**src/hdl/cpwc_pkg.sv**
```systemverilog
`timescale 1ns / 1ps

package cpwc_pkg;

    localparam int MAX_PULSES_DEF = 255;
    localparam int TIME_BITS_DEF  = 16;

    localparam int CFG_W        = 16;
    localparam int CFG_IDX_W    = 3;
    localparam int AMOUNT_W     = 24;
    localparam int PENDING_W    = 8;
    localparam int IN_TDATA_W   = 8;
    localparam int OUT_TDATA_W  = 40;

    localparam logic [CFG_W-1:0] PULSE_VALUE_RST = 16'd1;
    localparam logic [CFG_W-1:0] MIN_TICKS_RST   = 16'd20;
    localparam logic [CFG_W-1:0] MAX_TICKS_RST   = 16'd200;
    localparam logic [CFG_W-1:0] TIMEOUT_RST     = 16'd500;

    typedef enum logic [CFG_IDX_W-1:0] {
        CFG_ENABLED     = 3'd0,
        CFG_PULSE_VALUE = 3'd1,
        CFG_MIN_TICKS   = 3'd2,
        CFG_MAX_TICKS   = 3'd3,
        CFG_TIMEOUT     = 3'd4
    } t_cfg_idx;

    typedef struct packed {
        logic             enabled;
        logic [CFG_W-1:0] pulse_value;
        logic [CFG_W-1:0] min_ticks;
        logic [CFG_W-1:0] max_ticks;
        logic [CFG_W-1:0] quiet_timeout;
    } t_cfg;

    typedef struct packed {
        logic [PENDING_W-1:0] pending_pulses;
        logic                 pulse_rejected;
        logic                 pulse_accepted;
        logic [AMOUNT_W-1:0]  amount;
        logic                 amount_valid;
    } t_result;

endpackage

```
**src/hdl/cpwc_core.sv**
```systemverilog
`timescale 1ns / 1ps

module cpwc_core
    import cpwc_pkg::*;
#(
    parameter int MAX_PULSES = MAX_PULSES_DEF,
    parameter int TIME_BITS  = TIME_BITS_DEF
) (
    input  logic    i_clk,
    input  logic    i_rst_n,
    input  t_cfg    i_cfg,
    input  logic    i_step,
    input  logic    i_level,
    output t_result o_result
);

    localparam int CNT_W = $clog2(MAX_PULSES + 1);
    localparam int CMP_W = (TIME_BITS > CFG_W) ? TIME_BITS : CFG_W;
    localparam int MUL_W = (CNT_W + CFG_W > AMOUNT_W) ? CNT_W + CFG_W : AMOUNT_W;
    localparam int PND_W = (CNT_W > PENDING_W) ? CNT_W : PENDING_W;
    localparam logic [TIME_BITS-1:0] TIME_MAX  = {TIME_BITS{1'b1}};
    localparam logic [CNT_W-1:0]     COUNT_MAX = CNT_W'(MAX_PULSES);

    logic                 r_prev, n_prev;
    logic                 r_low_seen, n_low_seen;
    logic [TIME_BITS-1:0] r_low_width, n_low_width;
    logic [CNT_W-1:0]     r_count, n_count;
    logic [TIME_BITS-1:0] r_quiet, n_quiet;

    logic [CMP_W-1:0]     width_ext;
    logic [CMP_W-1:0]     quiet_ext;
    logic [TIME_BITS-1:0] quiet_upd;
    logic                 in_window;
    logic                 accepted;
    logic                 rejected;
    logic                 commit;
    logic [CNT_W-1:0]     count_upd;
    logic [MUL_W-1:0]     product;
    logic [PND_W-1:0]     pending_ext;

    always_ff @(posedge i_clk) begin
        if (!i_rst_n) begin
            r_prev      <= 1'b1;
            r_low_seen  <= 1'b0;
            r_low_width <= '0;
            r_count     <= '0;
            r_quiet     <= '0;
        end else begin
            r_prev      <= n_prev;
            r_low_seen  <= n_low_seen;
            r_low_width <= n_low_width;
            r_count     <= n_count;
            r_quiet     <= n_quiet;
        end
    end

    assign width_ext = CMP_W'(r_low_width);
    assign in_window = (width_ext >= CMP_W'(i_cfg.min_ticks))
                    && (width_ext <= CMP_W'(i_cfg.max_ticks));
    // A rising edge only closes a pulse whose falling edge was seen.
    assign accepted  = i_level && !r_prev && r_low_seen && in_window;
    assign rejected  = i_level && !r_prev && r_low_seen && !in_window;
    assign count_upd = (accepted && r_count != COUNT_MAX) ? r_count + 1'b1 : r_count;
    assign quiet_upd = accepted ? '0
                     : (r_quiet != TIME_MAX) ? r_quiet + 1'b1 : r_quiet;
    assign quiet_ext = CMP_W'(quiet_upd);
    assign commit    = (count_upd != '0) && (quiet_ext >= CMP_W'(i_cfg.quiet_timeout));
    assign product   = MUL_W'(count_upd) * MUL_W'(i_cfg.pulse_value);

    always_comb begin
        n_prev      = r_prev;
        n_low_seen  = r_low_seen;
        n_low_width = r_low_width;
        n_count     = r_count;
        n_quiet     = r_quiet;
        pending_ext = '0;
        o_result    = '0;
        if (!i_cfg.enabled) begin
            n_prev      = 1'b1;
            n_low_seen  = 1'b0;
            n_low_width = '0;
            n_count     = '0;
            n_quiet     = '0;
        end else begin
            if (i_step) begin
                if (!i_level) begin
                    if (r_prev) begin
                        n_low_seen  = 1'b1;
                        n_low_width = TIME_BITS'(1);
                    end else if (r_low_seen && r_low_width != TIME_MAX) begin
                        n_low_width = r_low_width + 1'b1;
                    end
                end else if (!r_prev && r_low_seen) begin
                    n_low_seen  = 1'b0;
                    n_low_width = '0;
                end
                n_prev = i_level;
            end
            n_quiet = quiet_upd;
            n_count = commit ? '0 : count_upd;
            pending_ext = PND_W'(n_count);
            o_result.amount_valid   = commit;
            o_result.amount         = commit ? product[AMOUNT_W-1:0] : '0;
            o_result.pulse_accepted = accepted;
            o_result.pulse_rejected = rejected;
            o_result.pending_pulses = pending_ext[PENDING_W-1:0];
            if (!i_step) begin
                n_prev      = r_prev;
                n_low_seen  = r_low_seen;
                n_low_width = r_low_width;
                n_count     = r_count;
                n_quiet     = r_quiet;
            end
        end
    end

endmodule

```
**src/hdl/coin_pulse_width_counter.sv**
```systemverilog
`timescale 1ns / 1ps

// Coin and bill acceptor pulse counter. Each input beat is one millisecond
// sample of the active-low pulse line; every beat yields exactly one result
// beat. Low pulses whose width falls inside the min/max window are counted,
// and once the line has been quiet for the timeout after the last good pulse
// the amount (count times pulse value) is reported and the count is cleared.
// One beat is taken every clock cycle while the skid stage is empty: the state
// update, window check and the single count-by-value multiply sit between the
// state registers and the output register, and a skid stage keeps the input
// side open for one beat while the output is stalled. Clearing the enable
// register clears all state; while disabled every result beat is all zeros.

module coin_pulse_width_counter
    import cpwc_pkg::*;
#(
    parameter int MAX_PULSES = MAX_PULSES_DEF,
    parameter int TIME_BITS  = TIME_BITS_DEF
) (
    input  logic                   i_clk,
    input  logic                   i_rst_n,
    input  logic                   i_cfg_we,
    input  logic [CFG_IDX_W-1:0]   i_cfg_index,
    input  logic [CFG_W-1:0]       i_cfg_data,
    input  logic                   s_axis_tvalid,
    output logic                   s_axis_tready,
    // bit 0: line_level
    input  logic [IN_TDATA_W-1:0]  s_axis_tdata,
    output logic                   m_axis_tvalid,
    input  logic                   m_axis_tready,
    // bits from 0: amount_valid, amount[23:0], pulse_accepted, pulse_rejected,
    // pending_pulses[7:0]
    output logic [OUT_TDATA_W-1:0] m_axis_tdata
);

    t_cfg    r_cfg;
    t_result step_result;
    t_result r_out, n_out;
    t_result r_skid, n_skid;
    logic    r_out_valid, n_out_valid;
    logic    r_skid_valid, n_skid_valid;
    logic    in_acc;
    logic    out_take;

    always_ff @(posedge i_clk) begin
        if (!i_rst_n) begin
            r_cfg.enabled       <= 1'b0;
            r_cfg.pulse_value   <= PULSE_VALUE_RST;
            r_cfg.min_ticks     <= MIN_TICKS_RST;
            r_cfg.max_ticks     <= MAX_TICKS_RST;
            r_cfg.quiet_timeout <= TIMEOUT_RST;
        end else if (i_cfg_we) begin
            case (i_cfg_index)
                CFG_ENABLED:     r_cfg.enabled       <= i_cfg_data[0];
                CFG_PULSE_VALUE: r_cfg.pulse_value   <= i_cfg_data;
                CFG_MIN_TICKS:   r_cfg.min_ticks     <= i_cfg_data;
                CFG_MAX_TICKS:   r_cfg.max_ticks     <= i_cfg_data;
                CFG_TIMEOUT:     r_cfg.quiet_timeout <= i_cfg_data;
                default: ;
            endcase
        end
    end

    assign s_axis_tready = !r_skid_valid;
    assign in_acc        = s_axis_tvalid && s_axis_tready;
    assign out_take      = m_axis_tvalid && m_axis_tready;

    cpwc_core #(
        .MAX_PULSES (MAX_PULSES),
        .TIME_BITS  (TIME_BITS)
    ) u_core (
        .i_clk    (i_clk),
        .i_rst_n  (i_rst_n),
        .i_cfg    (r_cfg),
        .i_step   (in_acc),
        .i_level  (s_axis_tdata[0]),
        .o_result (step_result)
    );

    always_comb begin
        n_out        = r_out;
        n_out_valid  = r_out_valid;
        n_skid       = r_skid;
        n_skid_valid = r_skid_valid;
        if (out_take || !r_out_valid) begin
            if (r_skid_valid) begin
                n_out        = r_skid;
                n_out_valid  = 1'b1;
                n_skid_valid = 1'b0;
            end else begin
                n_out       = step_result;
                n_out_valid = in_acc;
            end
        end else if (in_acc) begin
            // Output is stalled: park this beat in the skid stage.
            n_skid       = step_result;
            n_skid_valid = 1'b1;
        end
    end

    always_ff @(posedge i_clk) begin
        if (!i_rst_n) begin
            r_out_valid  <= 1'b0;
            r_skid_valid <= 1'b0;
        end else begin
            r_out_valid  <= n_out_valid;
            r_skid_valid <= n_skid_valid;
        end
    end

    always_ff @(posedge i_clk) begin
        r_out  <= n_out;
        r_skid <= n_skid;
    end

    assign m_axis_tvalid = r_out_valid;
    assign m_axis_tdata  = {(OUT_TDATA_W - $bits(t_result))'(0), r_out};

    a_skid_needs_out: assert property (@(posedge i_clk) disable iff (!i_rst_n)
        r_skid_valid |-> r_out_valid)
        else $error("skid stage holds a beat while the output register is empty");

    a_commit_clears: assert property (@(posedge i_clk) disable iff (!i_rst_n)
        (r_out_valid && r_out.amount_valid) |-> (r_out.pending_pulses == '0))
        else $error("committed beat still reports pending pulses");

    a_accept_xor_reject: assert property (@(posedge i_clk) disable iff (!i_rst_n)
        r_out_valid |-> !(r_out.pulse_accepted && r_out.pulse_rejected))
        else $error("pulse both accepted and rejected");

    a_disabled_zero: assert property (@(posedge i_clk) disable iff (!i_rst_n)
        (in_acc && !r_cfg.enabled && (out_take || !r_out_valid) && !r_skid_valid)
        |=> (r_out == '0))
        else $error("disabled block produced a nonzero result");

endmodule
```
**config.mk**
```make
export PLATFORM = sky130hd
export DESIGN_NAME = coin_pulse_width_counter
export DESIGN_NICKNAME = d
export VERILOG_FILES = /design/src/hdl/cpwc_pkg.sv /design/src/hdl/cpwc_core.sv /design/src/hdl/coin_pulse_width_counter.sv
export SDC_FILE = /design/constraint.sdc
export NUM_CORES = 1
export LEC_CHECK = 0
export ABC_AREA = 1
export BUFFER_PORTS_ARGS = -buffer_cell sky130_fd_sc_hd__buf_4
export CORE_UTILIZATION = 69
export CTS_BUF_LIST = sky130_fd_sc_hd__clkbuf_8
export DETAILED_ROUTE_END_ITERATION = 8
export HOLD_SLACK_MARGIN = 0.06
export PLACE_DENSITY = 0.89
export SLEW_MARGIN = 20
export SYNTH_ARGS = -nofsm -noshare
export SYNTH_HDL_FRONTEND = slang
export SYNTH_SLANG_ARGS = --single-unit
```
**constraint.sdc**
```tcl
create_clock -name i_clk -period 10.8 [get_ports i_clk]
set_input_delay 1.62 -clock i_clk [delete_from_list [all_inputs] [get_ports i_clk]]
set_output_delay 1.62 -clock i_clk [all_outputs]
set_load 0.01 [all_outputs]
```
==> impl_metrics.env, run 1 <==
export IMPL_relSlewSlack=0.4793
export IMPL_p_seq_frac=0.575
export IMPL_fp_row_count=49
export IMPL_instances_no_fill=1868
export IMPL_fp_dieW_um=138.6
export IMPL_die_y_um=138.6
export IMPL_clockRootBuffer="clkbuf_8"
export IMPL_syn_instance_count=1595
export IMPL_cts_resized=0
export IMPL_synth_distinct_cells=44
export IMPL_ys_ff_latch=179
export IMPL_drive_above_1_share=0.07566
export IMPL_core_area_mm2=0.01815
export IMPL_die_area_mm2=0.01920
export IMPL_cts_sinks=179
export IMPL_dp_cells=1836
export IMPL_viasPerCell=5.729
export IMPL_io_buffers=61
export IMPL_rsz0062_at_grt="false"
export IMPL_cpMaxStageDelayCell="fa_1"
export IMPL_clock_latency_ps=490
export IMPL_startpoint_type="primary input"
export IMPL_grt_usage=0.3183
export IMPL_num_antenna_cells=0
export IMPL_cts_hold_buffers=0
export IMPL_finalNetCount=1837
export IMPL_yosys_warnings=0
export IMPL_htreeDepth=4
export IMPL_maxCapViolCount=0
export IMPL_first_global_vias=10684
export IMPL_crit_arrival_ps=7430
export IMPL_dr_total_vias=10702
export IMPL_drtPass1Iterations=9
export IMPL_status="finished with violations"
export IMPL_max_vdd_ir_drop_mv=0.1004
export IMPL_p_per_area_mw_per_mm2=91.66
export IMPL_netlist_area_mm2=0.01287
export IMPL_report_final_slew_viol_count=0
export IMPL_violations="DRC"
export IMPL_period_share=0.6678
export IMPL_grt_pass1_wl_mm=48.83
export IMPL_synth_edf_count=70
export IMPL_max_freq_mhz=138.6
export IMPL_internal_power_w=0.0009163
export IMPL_combPwrFrac=0.079
export IMPL_drt_initial_drc_count=822
export IMPL_crit_fanout=20
export IMPL_synthToLayoutAreaGrowth_pct=7.088
export IMPL_start_util=0.7091
export IMPL_dpl_hpwl_mm=21.86
export IMPL_clkPwrFrac=0.346
export IMPL_antenna_found_initial=0
export IMPL_tightest_slew_ps=776.2
export IMPL_fin_area_mm2=0.01378
export IMPL_wl_per_cell_um=15.80
export IMPL_clk_pin_slew_ps=100
export IMPL_synth_seq_area_share=0.3329
export IMPL_crit_type="primary input to flip-flop"
export IMPL_finalSetupViolCount=0
export IMPL_cp_data_required_time_ps=11020
export IMPL_clock_path_buffers=2
export IMPL_ant_nets=0
export IMPL_wl_mm=29.52
export IMPL_min_period_ps=7213
export IMPL_async_flop_share=0
export IMPL_cts_tree="yes"
export IMPL_hold_violations=0
export IMPL_cts_setup_buffers=0
export IMPL_finClkSkew_ps=17.52
export IMPL_globalRoute_totalOverflow=0
export IMPL_tritoncts_num_buffers=17
export IMPL_gp_congestion=0.9220
export IMPL_synthFlopType="dfxtp_1"
export IMPL_io_pins=74
export IMPL_power_leakage_nw=6.787
export IMPL_p_sw_frac=0.2746
export IMPL_net_switching_power_w=0.0003469
export IMPL_cp_common_cell="nand2_1"
export IMPL_syn_avg_cell_area_um2=8.068
export IMPL_crit_path_end_kind="flip-flop"
export IMPL_cpPeakStageDelay_ps=570
export IMPL_drc_errors=16
export IMPL_worstHoldPathType="flip-flop to flip-flop"
export IMPL_grt_max_degree=65
export IMPL_setup_tns_ps=0
export IMPL_final_core_util=0.7594
export IMPL_placed_cell_area_mm2=0.01342
-- path summary, 6_finish.rpt --
path              slack [ps]  cells after the start                to                  start
setup / recovery        3590                     27  m_axis_tdata[23]        s_axis_tdata[0]
hold / removal           460                      2         r_cfg[27]              r_cfg[27]
setup reg to reg        3760                     32  m_axis_tdata[23]  u_core.r_low_width[7]
hold reg to reg          460                      2         r_cfg[27]              r_cfg[27]
-- worst max-delay path, delay by kind of cell --
kind                     cells  cell delay, ps
buffers and inverters        7             800
AO/OA/AOI/OAI                1              70
XOR/XNOR                     1             220
adder cells (fa/ha/maj)      5            2410
AND/OR/NAND/NOR             13            2300
-- cell type report --
class	count	area [um^2]
Tap cell	229	286.5
Timing Repair Buffer	66	495.5
Multi-Input combinational cell	1036	7126
Clock inverter	15	127.6
Fill cell	1320	4367
Inverter	326	1224
Clock buffer	17	234.0
Sequential cell	179	4288
-- stage by stage --
step | worst slack (ps) | power (W) | hold slack [ps]
3_5_place_dp | 3151 | 0.0008393 | 452.8
4_1_cts | 3642 | 0.001265 | 465.9
6_report | 3587 | 0.001263 | 464.2
3_3_place_gp | 3275 | 0.0008348 | 446.5
2_1_floorplan | 4347 | 0.0007998 | 435.3
5_1_grt | 3137 | 0.001305 | 487.1
-- metal layers --
metal	track usage	up-vias	share of wire
met4	0.1538	0	0.040
met1	0.3784	4960	0.39
li1	-	5161	-
met5	0	-	0
met2	0.5632	468	0.50
met3	0.05110	113	0.070
-- cells in the mapped netlist, types with 2 or more instances --
cell,n,area share
o21bai_1,30,0.018
buf_1,3,0.00087
clkbuf_1,46,0.013
nand2_1,216,0.063
xnor2_1,6,0.0041
nand2_2,12,0.0058
nand4_1,45,0.022
nor2_2,2,0.00097
o21ai_2,2,0.0014
a31oi_1,6,0.0029
dfxtp_1,109,0.17
nand2_4,2,0.0017
buf_4,8,0.0047
a21oi_2,2,0.0014
clkinv_1,8,0.0023
a211oi_1,4,0.0023
a21oi_1,132,0.051
a21o_1,2,0.0012
xor2_1,30,0.020
fa_1,84,0.13
o21a_1,2,0.0012
o21ai_0,112,0.044
nor2_1,170,0.050
edfxtp_1,70,0.16
o211ai_1,15,0.0088
nor3_1,22,0.0086
inv_1,318,0.093
nand3_1,27,0.011
ha_1,95,0.092
-- cells in the final DEF, fill, tap and decap left out, types with 27 or more instances in the layout --
cell / netlist / final
nand4_1: 45 / 45
ha_1: 95 / 95
nor2_1: 170 / 168
edfxtp_1: 70 / 70
fa_1: 84 / 84
dfxtp_1: 109 / 108
o21ai_0: 112 / 112
nand3_1: 27 / 27
o21bai_1: 30 / 30
inv_1: 318 / 319
a21oi_1: 132 / 132
nand2_1: 216 / 216
buf_4: 8 / 66
xor2_1: 30 / 30
-- cells by family after synthesis --
logic type,after synthesis,synth area share
DFF,179,0.3329
xor gates and xnor gates,36,0.02450
other,1,0.0002914
AOI/OAI and AO/OA,311,0.1346
and+or+nand+nor,505,0.1698
adders and majority gates,179,0.2230
buffers and inverters,384,0.1149
-- state kept, by name, summed over array words and instances (netlist names) --
register,flops
m_axis_tvalid,1
r_skid_valid,1
u_core.r_low_seen,1
u_core.r_count,8
r_skid,35
u_core.r_quiet,16
m_axis_tdata,35
r_cfg,65
u_core.r_low_width,16
u_core.r_prev,1
-- power groups by stage --
stage / Combinational [W] / Clock (W) / Sequential, W
2_1_floorplan: 0.0000564 / 0 / 0.000743
3_3_place_gp: 0.0000938 / 0 / 0.000741
3_5_place_dp: 0.0000973 / 0 / 0.000742
4_1_cts: 0.0000979 / 0.000440 / 0.000726
5_1_grt: 0.000108 / 0.000468 / 0.000728
6_report: 0.0000994 / 0.000438 / 0.000726
No activity file was read; power rests on OpenSTA's default activity.
==> run 2, diff against run 1 <==
CORE_UTILIZATION = 64   (was 69)
PLACE_DENSITY = 0.83   (was 0.89)
clock period = 6.8 ns   (was 10.8 ns; I/O delays follow)
==> impl_metrics.env, run 2 (same netlist as run 1, synthesis figures left out) <==
export IMPL_ant_nets=0
export IMPL_wl_per_cell_um=14.98
export IMPL_max_vdd_ir_drop_mv=0.1220
export IMPL_maxCapViolCount=0
export IMPL_regMostFlops="r_cfg"
export IMPL_layout_commonest_cell="inv_1"
export IMPL_tightest_slew_ps=747.6
export IMPL_grt_pass1_wl_mm=48.22
export IMPL_synthToLayoutAreaGrowth_pct=10.04
export IMPL_max_freq_mhz=156.2
export IMPL_hold_violations=0
export IMPL_min_period_ps=6402
export IMPL_finalNetCount=1870
export IMPL_crit_path_end_kind="flip-flop"
export IMPL_startpoint_type="flip-flop"
export IMPL_p_per_area_mw_per_mm2=144.0
export IMPL_globalRoute_totalOverflow=0
export IMPL_crit_type="flip-flop to flip-flop"
export IMPL_final_core_util=0.7229
export IMPL_clk_pin_slew_ps=100
export IMPL_die_y_um=143.8
export IMPL_report_final_slew_viol_count=0
export IMPL_io_pins=74
export IMPL_wl_mm=29.01
export IMPL_clockRootBuffer="clkbuf_8"
export IMPL_cpMaxStageDelayCell="fa_1"
export IMPL_cts_tree="yes"
export IMPL_period_share=0.9415
export IMPL_first_global_vias=10516
export IMPL_tritoncts_num_buffers=17
export IMPL_viasPerCell=5.494
export IMPL_start_util=0.6569
export IMPL_cts_sinks=179
export IMPL_clock_path_buffers=2
export IMPL_drtPass1Iterations=5
export IMPL_finClkSkew_ps=11.63
export IMPL_crit_arrival_ps=6620
export IMPL_htreeDepth=4
export IMPL_clock_latency_ps=480
export IMPL_power_leakage_nw=6.984
export IMPL_layout_common_cells="inv_1 (320), nand2_1 (216), nor2_1 (168)"
export IMPL_cpPeakStageDelay_ps=560
export IMPL_cp_common_cell="nand2_1"
export IMPL_relSlewSlack=0.4985
export IMPL_drt_initial_drc_count=632
export IMPL_fp_row_count=51
export IMPL_setup_tns_ps=0
export IMPL_antenna_found_initial=0
export IMPL_dr_total_vias=10641
export IMPL_die_area_mm2=0.02068
export IMPL_cpLargestDelayFamily="adder cells"
export IMPL_dp_cells=1904
export IMPL_grt_usage=0.2989
export IMPL_cp_data_required_time_ps=7010
export IMPL_dpl_hpwl_mm=21.86
export IMPL_grt_max_degree=65
export IMPL_worstHoldPathType="flip-flop to flip-flop"
export IMPL_cts_setup_buffers=0
export IMPL_finalSetupViolCount=0
export IMPL_crit_fanout=14
export IMPL_num_antenna_cells=0
export IMPL_status="finished, final reports clean"
export IMPL_core_area_mm2=0.01959
export IMPL_drive_above_1_share=0.09629
export IMPL_crit_buf_inv=4
export IMPL_instances_no_fill=1937
export IMPL_rsz0062_at_grt="false"
export IMPL_largest_reg_flops=65
export IMPL_io_buffers=61
export IMPL_drc_errors=0
export IMPL_fp_dieW_um=143.8
export IMPL_gp_congestion=0.8772
==> run 2: cell type report <==
cell class | instances | area (um^2)
clock inverter | 15 | 152.6
timing repair buffer | 99 | 780.7
fill | 1553 | 5429
sequential | 179 | 4289
inverter | 326 | 1224
clock buffer | 17 | 234.0
tap | 265 | 331.6
multi-input combinational | 1036 | 7149
==> run 2: repair_timing <==
item                                    in CTS  in global routing
resized for setup                            0                  8
endpoints found under the setup margin       0                  5
hold buffers                                 0                  0
==> run 2: where the power goes <==
part           total, W  internal, W  switching, W
combinational  0.000161    0.0000535      0.000107
sequential      0.00115      0.00114     0.0000103
clock          0.000728     0.000302      0.000426
total           0.00204      0.00150      0.000544
==> run 2: through the flow <==
| step | setup slack (ps) | hold slack, ps | total power, W | area (um^2) |
|---|---|---|---|---|
| 2_1_floorplan | 946.6 | 435.3 | 0.001270 | 12880 |
| 3_3_place_gp | 413.5 | 444.5 | 0.001328 | 13730 |
| 3_5_place_dp | 365.9 | 452.9 | 0.001334 | 13730 |
| 4_1_cts | 357.9 | 467.9 | 0.002049 | 14120 |
| 5_1_grt | 12.74 | 489.3 | 0.002108 | 14160 |
| 6_report | 398.1 | 466.0 | 0.002039 | 14160 |
==> run 2: worst min-delay path, cell delays in order, from the launching register on <==
cell	delay [ps]
dfxtp_1	310
inv_1	60
a21oi_1	60
==> run 2: path summary, 6_finish.rpt <==
| kind | to | startpoint | slack [ps] | cells past startpoint |
|---|---|---|---|---|
| setup / recovery | m_axis_tdata[23] | u_core.r_low_width[14] | 400 | 29 |
| hold / removal | r_cfg[25] | r_cfg[25] | 470 | 2 |
| setup reg to reg | m_axis_tdata[23] | u_core.r_low_width[14] | 400 | 29 |
| hold reg to reg | r_cfg[25] | r_cfg[25] | 470 | 2 |
==> run 2: layer usage <==
metal  part of all wire  vias to the layer above  GRT usage
met1               0.41                     5005     0.3535
met3              0.051                       80    0.04698
met2               0.51                      337     0.5386
met5                  0                        -          0
met4              0.034                        0     0.1226
li1                   -                     5219          -
